**config.mk**
```make
export PLATFORM = sky130hd
export DESIGN_NAME = twc_ram
export DESIGN_NICKNAME = d
export VERILOG_FILES = /design/src/hw/rtl/twc_ram.sv
export SDC_FILE = /design/constraint.sdc
export NUM_CORES = 2
export LEC_CHECK = 0
export BUFFER_PORTS_ARGS = -buffer_cell sky130_fd_sc_hd__buf_4
export CAP_MARGIN = 20
export CORE_MARGIN = 2
export CORE_UTILIZATION = 60
export CTS_CLUSTER_DIAMETER = 60
export DETAILED_ROUTE_END_ITERATION = 8
export PLACE_DENSITY = 0.76
export SLEW_MARGIN = 20
export SYNTH_ARGS = -nofsm -noshare
export SYNTH_HDL_FRONTEND = slang
export SYNTH_SLANG_ARGS = --single-unit
```
**constraint.sdc**
```tcl
create_clock -name i_clk -period 3.3 [get_ports i_clk]
set_clock_uncertainty 0.1 [all_clocks]
set_input_delay 0.495 -clock i_clk [delete_from_list [all_inputs] [get_ports i_clk]]
set_output_delay 0.495 -clock i_clk [all_outputs]
set_load 0.02 [all_outputs]
```
**src/hw/rtl/twc_ram.sv**
```systemverilog
`timescale 1ns / 1ps
// ----------------------------------------------------------------------------
// twc_ram
// Simple dual-port RAM: one write port, one read port with registered data.
// ----------------------------------------------------------------------------
module twc_ram #(
    parameter int WIDTH = 16,
    parameter int DEPTH = 256,
    localparam int AW   = $clog2(DEPTH)
) (
    input  logic             i_clk,
    input  logic             i_we,
    input  logic [AW-1:0]    i_waddr,
    input  logic [WIDTH-1:0] i_wdata,
    input  logic [AW-1:0]    i_raddr,
    output logic [WIDTH-1:0] o_rdata
);

    logic [WIDTH-1:0] r_mem [DEPTH];
    logic [WIDTH-1:0] r_rdata;

    always_ff @(posedge i_clk) begin
        if (i_we) begin
            r_mem[i_waddr] <= i_wdata;
        end
        r_rdata <= r_mem[i_raddr];
    end

    assign o_rdata = r_rdata;

endmodule

```
# Word level (Yosys, flattened, before mapping)
# Memories as Yosys holds them, arrays and structs flattened. A register that Yosys moved wholly into a read port is not among the register bits.
# Index checks and enable logic that the tools add are counted.
# W data, S select, Z words.
# op_classes
n_mux	2
# ops
operator	n
$mux W1	2
# totals
out_inout_bits	16
reg_bits	0
n_memories	1
wordCells	3
mem_bits_rw	4096
input_bits	34
# mem_list
memory	words	width	read_ports	rd_ports_with_merged_regs	write_ports	line	text
r_mem	256	16	1	1	1	19	logic [WIDTH-1:0] r_mem [DEPTH];

# Depth between registers and ports, before layout
# depth
word_depth	2
depth_mapped	12

# Worst setup path after synthesis
# OpenSTA, ideal clock, no wires.
# synth_timing
kind	input-to-reg
start	in i_waddr[3]
end	mem r_mem[235][0] (enable)
t_required_ns	2.812
slack_ns	0.540
arrival_time_ns	2.272
n_path_buf	3
stages	6
cell_sequence	clkbuf_1 -> nor2b_1 -> clkbuf_1 -> nand4_1 -> clkbuf_1 -> nor2_1
# synth_lines
item	line	text
start, declared	13	input logic [AW-1:0] i_waddr,
end, declared	19	
# No word-level cell before the write port.

==> impl_metrics.env <==
export IMPL_crit_cells=6
export IMPL_critPathBufInv=1
export IMPL_placed_area_um2=169000
export IMPL_p_leak_nw=58.9
export IMPL_synth_area_um2=159000
export IMPL_crit_fanout=1
export IMPL_drt_wirelength_per_cell_um=35.4
export IMPL_avgSynthCellArea_um2=21.6
export IMPL_worst_slew_pin_slew_ps=1190
export IMPL_utilization_pct=69.2
export IMPL_final_area_um2=182000
export IMPL_drive_above_1_share_pct=27.5
export IMPL_fin_crit_sh_pct=102
export IMPL_wirelength_um=426000
export IMPL_rrSetupSlack_ps=-70
export IMPL_cellPowerDensity_nw_per_um2=600
export IMPL_rsz0062_at_grt="no"
export IMPL_required_ps=4070
export IMPL_grt_pass1_wl_um=601000
export IMPL_crit_type="register to register"
export IMPL_hold_viol_final=0
export IMPL_ir_worst_vdd_v=0.000624
export IMPL_cts_num_sinks=4112
export IMPL_cts_max_level=5
export IMPL_cpMaxStageDelayCell="o32ai_1"
export IMPL_setup_viol=1
export IMPL_rr_startpoint="r_mem[63][10]"
export IMPL_synth_common_cells="4096 x edfxtp_1, 797 x mux4_2, 565 x mux2i_1"
export IMPL_netlist_instances=7360
export IMPL_grt_overflow=0
export IMPL_min_delay_worst_endpoint="r_mem[212][7]"
export IMPL_ys_seq_area_share_pct=77.7
export IMPL_yosysUniqueCellTypes=52
export IMPL_cts_tree="yes"
export IMPL_die_x_um=518
export IMPL_coreArea_um2=263000
export IMPL_cp_slowest_stage_delay_ps=980
export IMPL_synth_edf_count=4096
export IMPL_first_pass_iters=7
export IMPL_max_freq_mhz=297
export IMPL_hp_start="i_we"
export IMPL_ant_nets=0
export IMPL_yosysMostFrequentCell="edfxtp_1"
export IMPL_power_mw=109
export IMPL_drt_vias_per_instance=6.95
export IMPL_cts_root_buf="clkbuf_16"
export IMPL_min_path_cells=3
export IMPL_antenna_found_initial=25
export IMPL_path_cells="mux4_2 -> mux4_2 -> a22o_1 -> o32ai_1 -> buf_4 -> nor4_1"
export IMPL_async_reset_ff_share_pct=0
export IMPL_synth_area_top_cells="edfxtp_1 77%, mux4_2 11%, mux2i_1 3.6%, o221ai_1 1.4%, nor2_1 0.72%"
export IMPL_synth_area_leader_cell="edfxtp_1"
export IMPL_arrival_ps=4140
export IMPL_cts_buffers=408
export IMPL_via_count=83658
export IMPL_grt_start_max_net_pins=119
export IMPL_start_util_pct=60.4
export IMPL_place_ws_ps=-737
export IMPL_fillCellCount=15152
export IMPL_dr_first_iter_drc_count=13936
export IMPL_slew_violations=0
export IMPL_port_buffers=49
export IMPL_io_pins=50
export IMPL_crit_family="compound AO/OA/AOI/OAI gates"
export IMPL_hp_class="primary input to register"
export IMPL_ys_flop_type="edfxtp_1"
export IMPL_ff2ff_path_depth=6
export IMPL_design_die_area_um2=269000
export IMPL_grt_pass1_vias=82455
export IMPL_status="complete, but fails checks"
export IMPL_clockBufferDepth=4
export IMPL_end_kind="register"
export IMPL_ys_ff_latch=4112
export IMPL_max_cap_violations=0
export IMPL_areaGrowthSynthToFinish_pct=14.6
export IMPL_fin_worst_hold_slack_ps=185
export IMPL_failed_checks="setup timing"
export IMPL_dpl_hpwl_um=253000
export IMPL_crit_top_cell="mux4_2"
export IMPL_r2r_end="o_rdata[10]"
export IMPL_yosysWarningCount=0
export IMPL_routabilityCongestion=0.964
export IMPL_yosysTopAreaCellShare_pct=77.5
export IMPL_clk_latency_ps=1020
export IMPL_finalCriticalPeriod_ps=3370
export IMPL_die_h_um=518
export IMPL_path_clk_slew_ps=60
export IMPL_track_usage_pct=31.5
export IMPL_cp_start_kind="register"
export IMPL_slew_headroom_pct=19.8
export IMPL_num_rows=188
export IMPL_syn_nets=7394
export IMPL_setup_slack_ps=-71.5
export IMPL_final_net_count=8220
export IMPL_post_route_drc_count=0
## layout make-up
type | count | area (µm²) | area share (%)
flip-flops and latches | 4112 | 123000 | 67.8
inverters | 4 | 27.5 | 0.0151
multi-input cells | 2792 | 32800 | 18.0
clock inverters | 236 | 2330 | 1.28
diodes | 11 | 27.5 | 0.0151
clock buffers | 493 | 10600 | 5.84
repair buffers | 868 | 8380 | 4.60
well taps | 3515 | 4400 | 2.42
## cells by family (layout without fill, tap and decap cells)
kind of cell | count (synthesis) | count (layout) | share of synthesized area [%]
compound gates | 786 | 786 | 3.54
mux | 1450 | 1450 | 15.5
buf+inv | 456 | 1601 | 1.69
flops | 4112 | 4112 | 77.7
other cells | 0 | 11 | 0
simple gates | 556 | 556 | 1.57
## worst register-to-register path: stages (launching register included)
cell,delay (ps)
edfxtp_1,410
mux4_2,520
mux4_2,530
a22o_1,420
o32ai_1,980
buf_4,240
nor4_1,50
## flip-flops by register name, indices dropped and copies added, names as in the netlist
register  flops
r_mem      4096
o_rdata      16
## layout by cell type (no fill, tap or decap), types with 26 or more instances in the layout
master,count
nand2_1,38
mux4_2,797
nor2_1,283
mux2_2,88
o22ai_1,148
clkbuf_1,80
clkbuf_16,412
buf_12,133
o21ai_0,37
o221ai_1,252
a221oi_1,28
a21oi_1,175
nand4_1,26
nand3_1,28
buf_4,698
a22o_1,32
bufinv_16,44
a22oi_1,43
mux2i_1,565
edfxtp_1,4096
clkinv_2,73
nor3_1,89
clkinv_1,95
## routing by layer
metal / share of wire, % / track usage (%) / wire length (µm) / vias up
met5: 0.054 / 0.356 / 231 / -
met4: 4.5 / 12.8 / 19300 / 14
met3: 13 / 8.27 / 54300 / 957
met2: 48 / 49.0 / 204000 / 6303
met1: 35 / 42.9 / 149000 / 43455
li1: - / - / - / 32929
## power breakdown
group,internal [mW],switching (mW)
clock,26.3,19.2
sequential,57.6,0.120
combinational,2.22,3.76
total,86.1,23.1
## how the worst max path moves through the flow
stage | from | end | slack, ps
detailed placement | i_raddr[0] | o_rdata[10] | -740
CTS | r_mem[63][10] | o_rdata[10] | 70
finish | r_mem[63][10] | o_rdata[10] | -70
floorplan | i_waddr[3] | r_mem[235][0] | 540
global route | r_mem[63][10] | o_rdata[10] | 120
global placement | i_raddr[0] | o_rdata[10] | -760
## per-stage QoR
stage,std cells,setup TNS [ps]
floorplan,7360,0
global placement,11274,-4150
detailed placement,11274,-4300
CTS,12019,0
global route,12029,0
finish,12031,-71.5
## what timing repair did
item                      in CTS  in global routing
hold endpoints to repair     972                  0
resized for setup              0                  0
hold buffers                  16                  0
buffers inserted               0                  0
(Power assumes the default switching activity.)
