**config.mk**
```make
export PLATFORM = sky130hd
export DESIGN_NAME = twc_div
export DESIGN_NICKNAME = d
export VERILOG_FILES = /design/src/hw/rtl/twc_pkg.sv /design/src/hw/rtl/twc_div.sv
export SDC_FILE = /design/constraint.sdc
export NUM_CORES = 1
export LEC_CHECK = 0
export ABC_CLOCK_PERIOD_IN_PS = 5100
export CAP_MARGIN = 20
export CORE_ASPECT_RATIO = 2
export CORE_UTILIZATION = 65
export CTS_BUF_LIST = sky130_fd_sc_hd__clkbuf_8
export DETAILED_ROUTE_END_ITERATION = 6
export DONT_BUFFER_PORTS = 1
export PLACE_DENSITY = 0.81
export SLEW_MARGIN = 20
export SYNTH_ARGS = -nofsm -noshare
export SYNTH_HDL_FRONTEND = slang
export SYNTH_SLANG_ARGS = --single-unit
```
**constraint.sdc**
```tcl
create_clock -name i_clk -period 5.1 [get_ports i_clk]
set_clock_uncertainty 0.2 [all_clocks]
set_input_delay 0.765 -clock i_clk [delete_from_list [all_inputs] [get_ports i_clk]]
set_output_delay 0.765 -clock i_clk [all_outputs]
set_load 0.05 [all_outputs]
```
**src/hw/rtl/twc_pkg.sv**
```systemverilog
`timescale 1ns / 1ps
// ----------------------------------------------------------------------------
// twc_pkg
// Shared types, register codes and constants for the connection throttle.
// ----------------------------------------------------------------------------
package twc_pkg;

    // Default sizes, handed to the top-level parameters
    localparam int RING_DEPTH_DEF = 256;
    localparam int RATE_FRAC_DEF  = 16;

    // Fixed field widths
    localparam int TIME_W     = 32;
    localparam int CNT_W      = 16;
    localparam int WINDOW_W   = 9;
    localparam int POWER_W    = 4;
    localparam int STATUS_W   = 2;
    localparam int CFG_IDX_W  = 3;
    localparam int CFG_DATA_W = 16;
    localparam int DIV_VW     = 16;

    localparam logic [CNT_W-1:0] CNT_MAX = '1;

    // Register reset values
    localparam logic                  ENABLE_RST = 1'b1;
    localparam logic [WINDOW_W-1:0]   WINDOW_RST = 9'd240;
    localparam logic [CNT_W-1:0]      LIMIT_RST  = 16'd16384;
    localparam logic [POWER_W-1:0]    POWER_RST  = 4'd2;
    localparam logic [CNT_W-1:0]      MAXW_RST   = 16'd1000;

    // Configuration register indexes
    typedef enum logic [CFG_IDX_W-1:0] {
        CFG_ENABLE   = 3'd0,
        CFG_WINDOW   = 3'd1,
        CFG_LIMIT    = 3'd2,
        CFG_POWER    = 3'd3,
        CFG_MAX_WAIT = 3'd4
    } t_cfg_idx;

    // Event kinds
    typedef enum logic {
        EVT_CONNECT    = 1'b0,
        EVT_DISCONNECT = 1'b1
    } t_kind;

    // Result status codes
    typedef enum logic [STATUS_W-1:0] {
        STAT_OK        = 2'd0,
        STAT_BACKWARDS = 2'd1,
        STAT_NO_OPEN   = 2'd2
    } t_status;

    // Sequencer states
    typedef enum logic [3:0] {
        ST_CLEAR,
        ST_MOD,
        ST_MOD_WAIT,
        ST_IDLE,
        ST_START,
        ST_CU_CHECK,
        ST_CU_SUB,
        ST_JUMP_WAIT,
        ST_EVENT,
        ST_DISC_WR,
        ST_DIV_WAIT,
        ST_POW,
        ST_POW_ACC,
        ST_WAIT_ACC,
        ST_FINISH
    } t_state;

    // Divider status toward the sequencer
    typedef struct packed {
        logic busy;
        logic done;
    } t_div_stat;

endpackage

```
**src/hw/rtl/twc_div.sv**
```systemverilog
`timescale 1ns / 1ps
// ----------------------------------------------------------------------------
// twc_div
// Restoring divider, one quotient bit per cycle. Shared for the ring
// position (time modulo window) and the busy rate (busy / limit).
// ----------------------------------------------------------------------------
module twc_div #(
    parameter int DW = 32,
    parameter int VW = 16
) (
    input  logic                i_clk,
    input  logic                i_rst_n,
    input  logic                i_start,
    input  logic [DW-1:0]       i_dividend,
    input  logic [VW-1:0]       i_divisor,
    output twc_pkg::t_div_stat  o_stat,
    output logic [DW-1:0]       o_quot,
    output logic [VW-1:0]       o_rem
);
    import twc_pkg::*;

    localparam int CW = $clog2(DW + 1);

    logic          r_busy;
    logic          r_done;
    logic [CW-1:0] r_cnt;
    logic [DW-1:0] r_quo;
    logic [VW-1:0] r_rem;
    logic [VW-1:0] r_div;

    logic [VW:0]   trial;
    logic          fits;

    // One restoring step: shift in the next dividend bit, try to subtract
    assign trial = {r_rem, r_quo[DW-1]};
    assign fits  = (trial >= {1'b0, r_div});

    // Control
    always_ff @(posedge i_clk) begin
        if (!i_rst_n) begin
            r_busy <= 1'b0;
            r_done <= 1'b0;
            r_cnt  <= '0;
        end else begin
            r_done <= 1'b0;
            if (i_start) begin
                r_busy <= 1'b1;
                r_cnt  <= CW'(DW);
            end else if (r_busy) begin
                r_cnt <= r_cnt - CW'(1);
                if (r_cnt == CW'(1)) begin
                    r_busy <= 1'b0;
                    r_done <= 1'b1;
                end
            end
        end
    end

    // Datapath
    always_ff @(posedge i_clk) begin
        if (i_start) begin
            r_quo <= i_dividend;
            r_rem <= '0;
            r_div <= i_divisor;
        end else if (r_busy) begin
            r_rem <= fits ? VW'(trial - {1'b0, r_div}) : trial[VW-1:0];
            r_quo <= {r_quo[DW-2:0], fits};
        end
    end

    assign o_stat.busy = r_busy;
    assign o_stat.done = r_done;
    assign o_quot      = r_quo;
    assign o_rem       = r_rem;

`ifndef ASSERT_OFF
    // A finished division leaves a remainder below a nonzero divisor
    a_rem_range: assert property (@(posedge i_clk) disable iff (!i_rst_n)
        (r_done && r_div != '0) |-> (r_rem < r_div))
        else $error("divider remainder not below divisor");
`endif

endmodule

```
Word level (Yosys, flattened, before mapping)
Index checks and enable logic that the tools add are counted.

Add/sub/neg operators: 2. Multiply operators: 0. Divide/modulo/power cells: 0. Magnitude comparators: 1. Equal/unequal tests: 1. Shift operators: 0. Muxes and demuxes: 9. Bitwise gates (word level): 2. Reductions and logical operators: 3.

Operators with widths (count): 2-to-1 mux 32 bit (2); greater-or-equal comparator 17 x 16 -> 1 bit (1); 2-to-1 mux 16 bit (1); subtractor 16 bit (1); 2-to-1 mux 6 bit (2); equality test 6 x 1 -> 1 bit, second input constant (1); subtractor 6 x 1 -> 6 bit, second input constant (1); 2-to-1 mux 1 bit (4); OR reduction 3 bit (1); inverter 1 bit (2); nonzero test 2 bit (1); OR reduction 2 bit (1).

Flip-flop bits (word level): 72. Latch bits: 0. RAM bits: 0. Bits in read-only memories: 0. Input port bits: 51. Output and inout port bits: 50. Logic and storage cells: 25. Memories kept: 0.

Depth between registers and ports, before layout
Gate-level depths: netlist of run 1.

Depth after elaboration: 4. Mapped depth: 11. Gate-level depth less buffers: 10.

Least setup slack after synthesis of run 1
Ideal clock, no wire load.

Path type: reg2reg. Start point: reg r_rem[3] (netlist: o_rem[3]). End point: reg r_quo[0] (netlist: o_quot[0]) (data pin). Library setup time: 0.260 ns. Arrival: 2.349 ns. Required time: 4.640 ns. Path slack: 2.291 ns. Stages on the path, launching flop included: 9. Path buffers: 1. Period minus slack after synthesis: 2.809 ns. Path through: dfxtp_1 ha_1 a21o_1 a31oi_2 a211oi_2 o31ai_4 nand2_2 buf_6 mux2_2.

Cells in the longest elaborated chain, start to end: 3.

Ends and longest elaborated chain: start, declared (line twc_div.sv:28) `logic [VW-1:0] r_rem;`; start signal, assigned (line twc_div.sv:66) `r_rem <= fits ? VW'(trial - {1'b0, r_div}) : trial[VW-1:0];`; greater-or-equal comparator 17 x 16 -> 1 bit (line twc_div.sv:36) `assign fits = (trial >= {1'b0, r_div});`; 2-to-1 mux 32 bit (line twc_div.sv:65) `end else if (r_busy) begin`; 2-to-1 mux 32 bit (line twc_div.sv:61) `if (i_start) begin`; end signal, assigned (line twc_div.sv:62) `r_quo <= i_dividend;`; end signal, assigned (line twc_div.sv:67) `r_quo <= {r_quo[DW-2:0], fits};`; end, declared (line twc_div.sv:27) `logic [DW-1:0] r_quo;`.

No other way between the ends. The select of a mux whose other input is x is not followed. A chain may end at the register's enable or synchronous reset.

Final worst setup path of run 1
Start point: reg r_rem[0] (netlist: o_rem[0]). End point: reg r_rem[1] (netlist: o_rem[1]).

Cells in the longest elaborated chain, start to end: 2. Elaborated cells on any way between the ends: 3. Those cells by class: add/sub (1); order compare (1); mux (1).

Ends and longest elaborated chain (line): subtractor 16 bit or greater-or-equal comparator 17 x 16 -> 1 bit (tied branches) (twc_div.sv:66, twc_div.sv:36); 2-to-1 mux 16 bit * (twc_div.sv:66).

Mark *: on every way between the ends. The rest lies on a longest branch, timed or not.

==> results.py, run 1 <==
metrics = {
    "run_status": {
        "status": "finished, final reports clean",
    },
    "placed_design": {
        "place_congestion": 0.901,
        "dp_hpwl_um": 5200,
        "portBuffers": 0,
    },
    "worst_setup_path": {
        "cp.required_ns": 5.17,
        "cp.arrival_ns": 3.20,
        "path_max_fanout": 14,
        "r2r_start": "o_rem[0]",
        "cp-end-kind": "flop",
        "critPathLaunchType": "flop",
        "startpoint": "o_rem[0]",
        "r2r_slack_ns": 1.97,
        "reg2reg_to": "o_rem[1]",
        "ff2ff_path_depth": 8,
        "critical_path_class": "reg -> reg",
        "crit_path_end": "o_rem[1]",
    },
    "global_route": {
        "grt_max_degree": 74,
        "grt-ovfl-total": 0,
        "grt_pass1_wl_um": 11500,
        "antenna_found_initial": 0,
        "grt.total_usage": 0.252,
        "grt_pass1_vias": 2619,
    },
    "timing": {
        "period_share": 0.614,
        "tns_ns": 0,
        "grt_setup_unrepaired": "false",
        "final_hold_viol_count": 0,
        "drv_slew": 0,
        "setup_viol": 0,
        "fin_crit_ns": 3.13,
        "fmax_ghz": 0.320,
        "slew_headroom": 0.380,
        "tightest_slew_ns": 0.930,
    },
    "clock_network": {
        "cts_sinks": 72,
        "cts_setup_buffers": 0,
        "root_buffer": "clkbuf_8",
        "numCtsBuffers": 9,
        "clk_pin_slew_worst_paths_ns": 0.07,
        "clk_latency_ns": 0.35,
        "cts_hold_buffers": 0,
        "tritoncts": "yes",
        "clk_path_buf_depth": 2,
        "cts.htree.levels": 3,
        "post_cts_resized": 0,
    },
    "layout": {
        "n_antenna_cell": 0,
        "finalNetCount": 396,
        "drive_gt1_frac": 0.172,
        "syn2layout_area_growth_pct": 4.86,
        "utilization": 0.700,
    },
    "drt": {
        "viasPerCell": 6.30,
        "ant_nets": 0,
        "vias": 2468,
        "drt_first_pass_iters": 4,
        "totalWireLength_um": 7460,
        "post_drt_wl_per_cell_um": 19.0,
        "first_iter_violations": 77,
        "drc_errors": 0,
    },
    "logic_synthesis": {
        "synth_cell_types": 50,
        "synthesis.area_um2": 3780,
        "ys_seq_elements": 72,
        "synth_fa_ha_area_frac": 0.0649,
        "synth-edff-count": 48,
        "yosysWarnings": 0,
        "synthTopCellsByCount": "edfxtp_1, mux2_2, nor2_1",
        "synth_top_area_cell": "edfxtp_1",
        "synthSimpleGateAreaFrac": 0.103,
        "synth_compound_area_frac": 0.125,
        "synth_top_family_by_area": "compound AO/OA/AOI/OAI gates",
        "synth_cells": 330,
        "synth_top_cell_area_share": 0.381,
        "yosys-top-cells-area": "edfxtp_1, dfxtp_1, mux2_2",
        "synth_area_per_cell_um2": 11.5,
        "synthArstFlopShare": 0,
        "ys.flop_type": "edfxtp_1",
        "synth.most_common_cell": "edfxtp_1",
        "syn-num-nets": 400,
        "ys_seq_area_frac": 0.508,
        "synthXorXnorAreaFrac": 0.0371,
        "synthMuxAreaShare": 0.119,
    },
    "power": {
        "powerDensity_nw_per_um2": 393,
        "leakagePower_nw": 1.52,
        "max-vdd-ir-drop_v": 0.000399,
    },
    "floorplan": {
        "dieArea_um2": 6140,
        "num_rows": 39,
        "core_um2": 5660,
        "ios": 101,
        "die_w_um": 55.9,
        "initial_core_util": 0.668,
        "die_y_um": 110,
    },
    "hold_path": {
        "hold_path_class": "in -> reg",
    },
    "job": {
        "maxCapViolCount": 0,
    },
}
==> layer usage <==
metal,up-vias,GRT usage,share of wire
met3,23,0.0953,0.073
met1,1151,0.243,0.36
met2,102,0.446,0.52
met4,0,0.159,0.038
li1,1192,-,-
met5,-,0,0
==> worst min-delay path by stage <==
stage / start / endpoint / slack (ns) / cells after the start
floorplan: r_cnt[0] / r_cnt[0] / 0.26 / 2
global placement: r_cnt[0] / r_cnt[0] / 0.27 / 2
detailed placement: r_cnt[0] / r_cnt[0] / 0.29 / 2
CTS: i_start / o_rem[5] / 0.27 / 1
global route: i_start / o_rem[5] / 0.27 / 1
finish: i_start / o_rem[0] / 0.29 / 1
==> cells by family (layout without fill, tap and decap cells) <==
family	after synthesis	after routing
mux	41	41
flops	72	72
compound gates	63	63
xor+xnor	16	16
fa+ha+maj	19	19
buf+inv	38	39
simple gates	81	81
==> placed cells by master, fill, tap and decap left out, types with 9 or more instances in the layout <==
cell type,netlist,routed
edfxtp_1,48,48
mux2_2,32,32
inv_1,23,27
nor2_1,27,27
dfxtp_1,24,23
nand2_1,21,21
ha_1,18,18
a21oi_1,17,17
xnor2_1,12,12
o21ai_0,10,10
a211oi_1,9,9
clkbuf_8,0,9
==> state kept, by name (all words and copies together) (netlist names) <==
signal  count
o_rem      16
o_quot     32
r_busy      1
r_cnt       6
r_done      1
r_div      16
==> cell type report <==
| cell class | instances | area [µm²] |
|---|---|---|
| clock buffers | 9 | 124 |
| multi-input cells | 220 | 1700 |
| fillers | 432 | 1700 |
| well taps | 61 | 76.3 |
| clock inverters | 7 | 58.8 |
| inverters | 23 | 86.3 |
| flip-flops and latches | 72 | 1920 |
==> critical path: stages, from the launching register on <==
cell,delay (ns)
dfxtp_1,0.73
ha_1,0.36
nor2b_1,0.16
o2111ai_1,0.29
a211oi_2,0.15
o31ai_4,0.28
nand2_2,0.31
mux2_1,0.45
o22ai_2,0.13
==> per-stage QoR <==
stage | cells | cell area [µm²] | hold slack (ns) | power, mW | worst slack [ns]
2_1_floorplan | 330 | 3780 | 0.263 | 1.09 | 2.29
3_5_place_dp | 376 | 3780 | 0.292 | 1.14 | 2.02
4_1_cts | 392 | 3970 | 0.268 | 1.57 | 2.01
6_report | 392 | 3970 | 0.293 | 1.56 | 1.97
3_3_place_gp | 376 | 3780 | 0.274 | 1.13 | 2.06
5_1_grt | 392 | 3970 | 0.265 | 1.62 | 1.85
==> report_power, final <==
group	total (mW)	internal, mW	leakage (nW)	switching, mW
Combinational	0.259	0.119	0.739	0.140
Clock	0.427	0.219	0.108	0.208
Sequential	0.871	0.687	0.676	0.184
Total	1.56	1.02	1.52	0.532
Note: power is estimated with default switching activity, not from simulation.
==> run 2, diff against run 1 <==
--- a/config.mk
+++ b/config.mk
@@ -5,7 +5,7 @@
 export SDC_FILE = /design/constraint.sdc
 export NUM_CORES = 1
 export LEC_CHECK = 0
-export ABC_CLOCK_PERIOD_IN_PS = 5100
+export ABC_CLOCK_PERIOD_IN_PS = 3100
 export CAP_MARGIN = 20
 export CORE_ASPECT_RATIO = 2
 export CORE_UTILIZATION = 65
==> constraint.sdc (replaced) <==
create_clock -name i_clk -period 3.1 [get_ports i_clk]
set_clock_uncertainty 0.2 [all_clocks]
set_input_delay 0.465 -clock i_clk [delete_from_list [all_inputs] [get_ports i_clk]]
set_output_delay 0.465 -clock i_clk [all_outputs]
set_load 0.05 [all_outputs]
==> run 2 against run 1 <==
Clock power is 73% higher. Hold slack worse by 0.26 ns. Total power rose by 70%. Routed wire length rose by 5.5%. Non-clock buffer count grew 34. Clock-buffer cell count up 1. Setup slack lost 1.6 ns. Critical path depth grew 1. Utilization is 5.5 points higher. Cell count rose by 8.7%. Maximum frequency grew 13%.
==> results.py, run 2 (synthesized netlist as in run 1, its figures left out) <==
metrics = {
    "timing": {
        "fmax_ghz": 0.362,
        "drv_slew": 0,
        "grt_setup_unrepaired": "false",
        "tightest_slew_ns": 0.711,
        "tns_ns": 0,
        "slew_headroom": 0.526,
        "fin_crit_ns": 2.77,
        "setup_viol": 0,
        "period_share": 0.892,
        "final_hold_viol_count": 0,
    },
    "layout": {
        "drive_gt1_frac": 0.211,
        "n_fill_cell": 403,
        "utilization": 0.756,
        "finalNetCount": 430,
        "syn2layout_area_growth_pct": 13.1,
        "regArea_um2": 1920,
        "final_area_um2": 4280,
        "multi_input_area_um2": 1700,
        "n_antenna_cell": 0,
        "mostFrequentLayoutCell": "edfxtp_1",
        "layout_common_cells": "edfxtp_1, mux2_2, nor2_1, inv_1, dfxtp_1",
        "largest_register_ffs": 32,
        "instances_no_fill": 426,
    },
    "global_route": {
        "antenna_found_initial": 0,
        "grt-ovfl-total": 0,
        "grt_max_degree": 65,
        "grt.total_usage": 0.266,
        "grt_pass1_wl_um": 12200,
        "grt_pass1_vias": 2718,
    },
    "placed_design": {
        "place_congestion": 0.883,
        "dp_hpwl_um": 5390,
        "portBuffers": 0,
        "placed_cells": 393,
        "placed_area_um2": 3910,
    },
    "worst_setup_path": {
        "critPathLaunchType": "flop",
        "r2r_start": "r_div[1]",
        "ff2ff_path_depth": 9,
        "startpoint": "r_div[1]",
        "cp.required_ns": 3.17,
        "path_max_fanout": 14,
        "r2r_slack_ns": 0.33,
        "reg2reg_to": "o_rem[1]",
        "cp-end-kind": "flop",
        "critical_path_class": "reg -> reg",
        "cp.arrival_ns": 2.84,
        "crit_path_end": "o_rem[1]",
    },
    "floorplan": {
        "die_w_um": 55.9,
        "num_rows": 39,
        "core_um2": 5660,
        "die_y_um": 110,
        "initial_core_util": 0.668,
        "ios": 101,
        "dieArea_um2": 6140,
    },
    "hold_path": {
        "hold_path_class": "in -> reg",
    },
    "clock_network": {
        "clk_path_buf_depth": 2,
        "post_cts_resized": 0,
        "tritoncts": "yes",
        "cts_sinks": 72,
        "cts_setup_buffers": 0,
        "cts_hold_buffers": 17,
        "cts.htree.levels": 3,
        "root_buffer": "clkbuf_8",
        "numCtsBuffers": 9,
        "clk_pin_slew_worst_paths_ns": 0.07,
        "clk_latency_ns": 0.34,
    },
    "drt": {
        "totalWireLength_um": 7870,
        "viasPerCell": 6.21,
        "ant_nets": 0,
        "first_iter_violations": 67,
        "vias": 2646,
        "post_drt_wl_per_cell_um": 18.5,
        "drc_errors": 0,
        "drt_first_pass_iters": 5,
    },
    "run_status": {
        "status": "finished, final reports clean",
    },
    "power": {
        "power_frac_clock": 0.278,
        "leakagePower_nw": 1.68,
        "netSwitchingFraction": 0.338,
        "powerDensity_nw_per_um2": 619,
        "p_int_mw": 1.75,
        "max-vdd-ir-drop_v": 0.000539,
        "power.share.combinational": 0.215,
        "p_seq_frac": 0.507,
        "switchingPower_uw": 896,
    },
    "job": {
        "maxCapViolCount": 0,
    },
}
==> run 2: routing by layer <==
layer | routed length, µm | GRT usage
met5 | 0 | 0
met4 | 250 | 0.160
met3 | 506 | 0.0812
met2 | 4320 | 0.481
met1 | 2790 | 0.265
==> run 2: worst max-delay path, cell delays in order (launching register included) <==
cell	delay, ns
edfxtp_1	0.42
inv_1	0.08
ha_1	0.23
nor2b_1	0.15
o2111ai_1	0.32
a211oi_2	0.15
o31ai_4	0.28
nand2_2	0.31
mux2_1	0.45
o22ai_2	0.11
==> run 2: through the flow <==
step	hold slack (ns)	worst slack (ns)	power, mW
2_1_floorplan	0.263	0.291	1.80
3_3_place_gp	0.271	0.460	1.89
3_5_place_dp	0.289	0.356	1.91
4_1_cts	0.0117	0.369	2.67
5_1_grt	0.0149	0.197	2.76
6_report	0.0348	0.334	2.65
==> run 2: area by class of cell <==
class,instances,area share
Sequential cell,72,0.450
Inverter,23,0.0202
Multi-Input combinational cell,220,0.397
Clock inverter,6,0.0140
Timing Repair Buffer,34,0.0696
Clock buffer,10,0.0322
Tap cell,61,0.0178
==> run 2: power by group through the flow <==
stage	Sequential (mW)	Clock [mW]	Combinational, mW
floorplan	1.42	0	0.381
global placement	1.36	0	0.529
detailed placement	1.36	0	0.543
CTS	1.35	0.756	0.566
global route	1.35	0.788	0.620
finish	1.34	0.737	0.569
==> run 2: worst min-delay path by stage <==
stage	startpoint	end	slack (ns)	cells after the start
final	i_start	o_rem[1]	0.03	1
after global routing	i_start	r_div[0]	0.01	0
after CTS	i_start	o_rem[1]	0.01	1
after detailed placement	r_cnt[0]	r_cnt[0]	0.29	2
after global placement	r_cnt[0]	r_cnt[0]	0.27	2
after floorplan	r_cnt[0]	r_cnt[0]	0.26	2
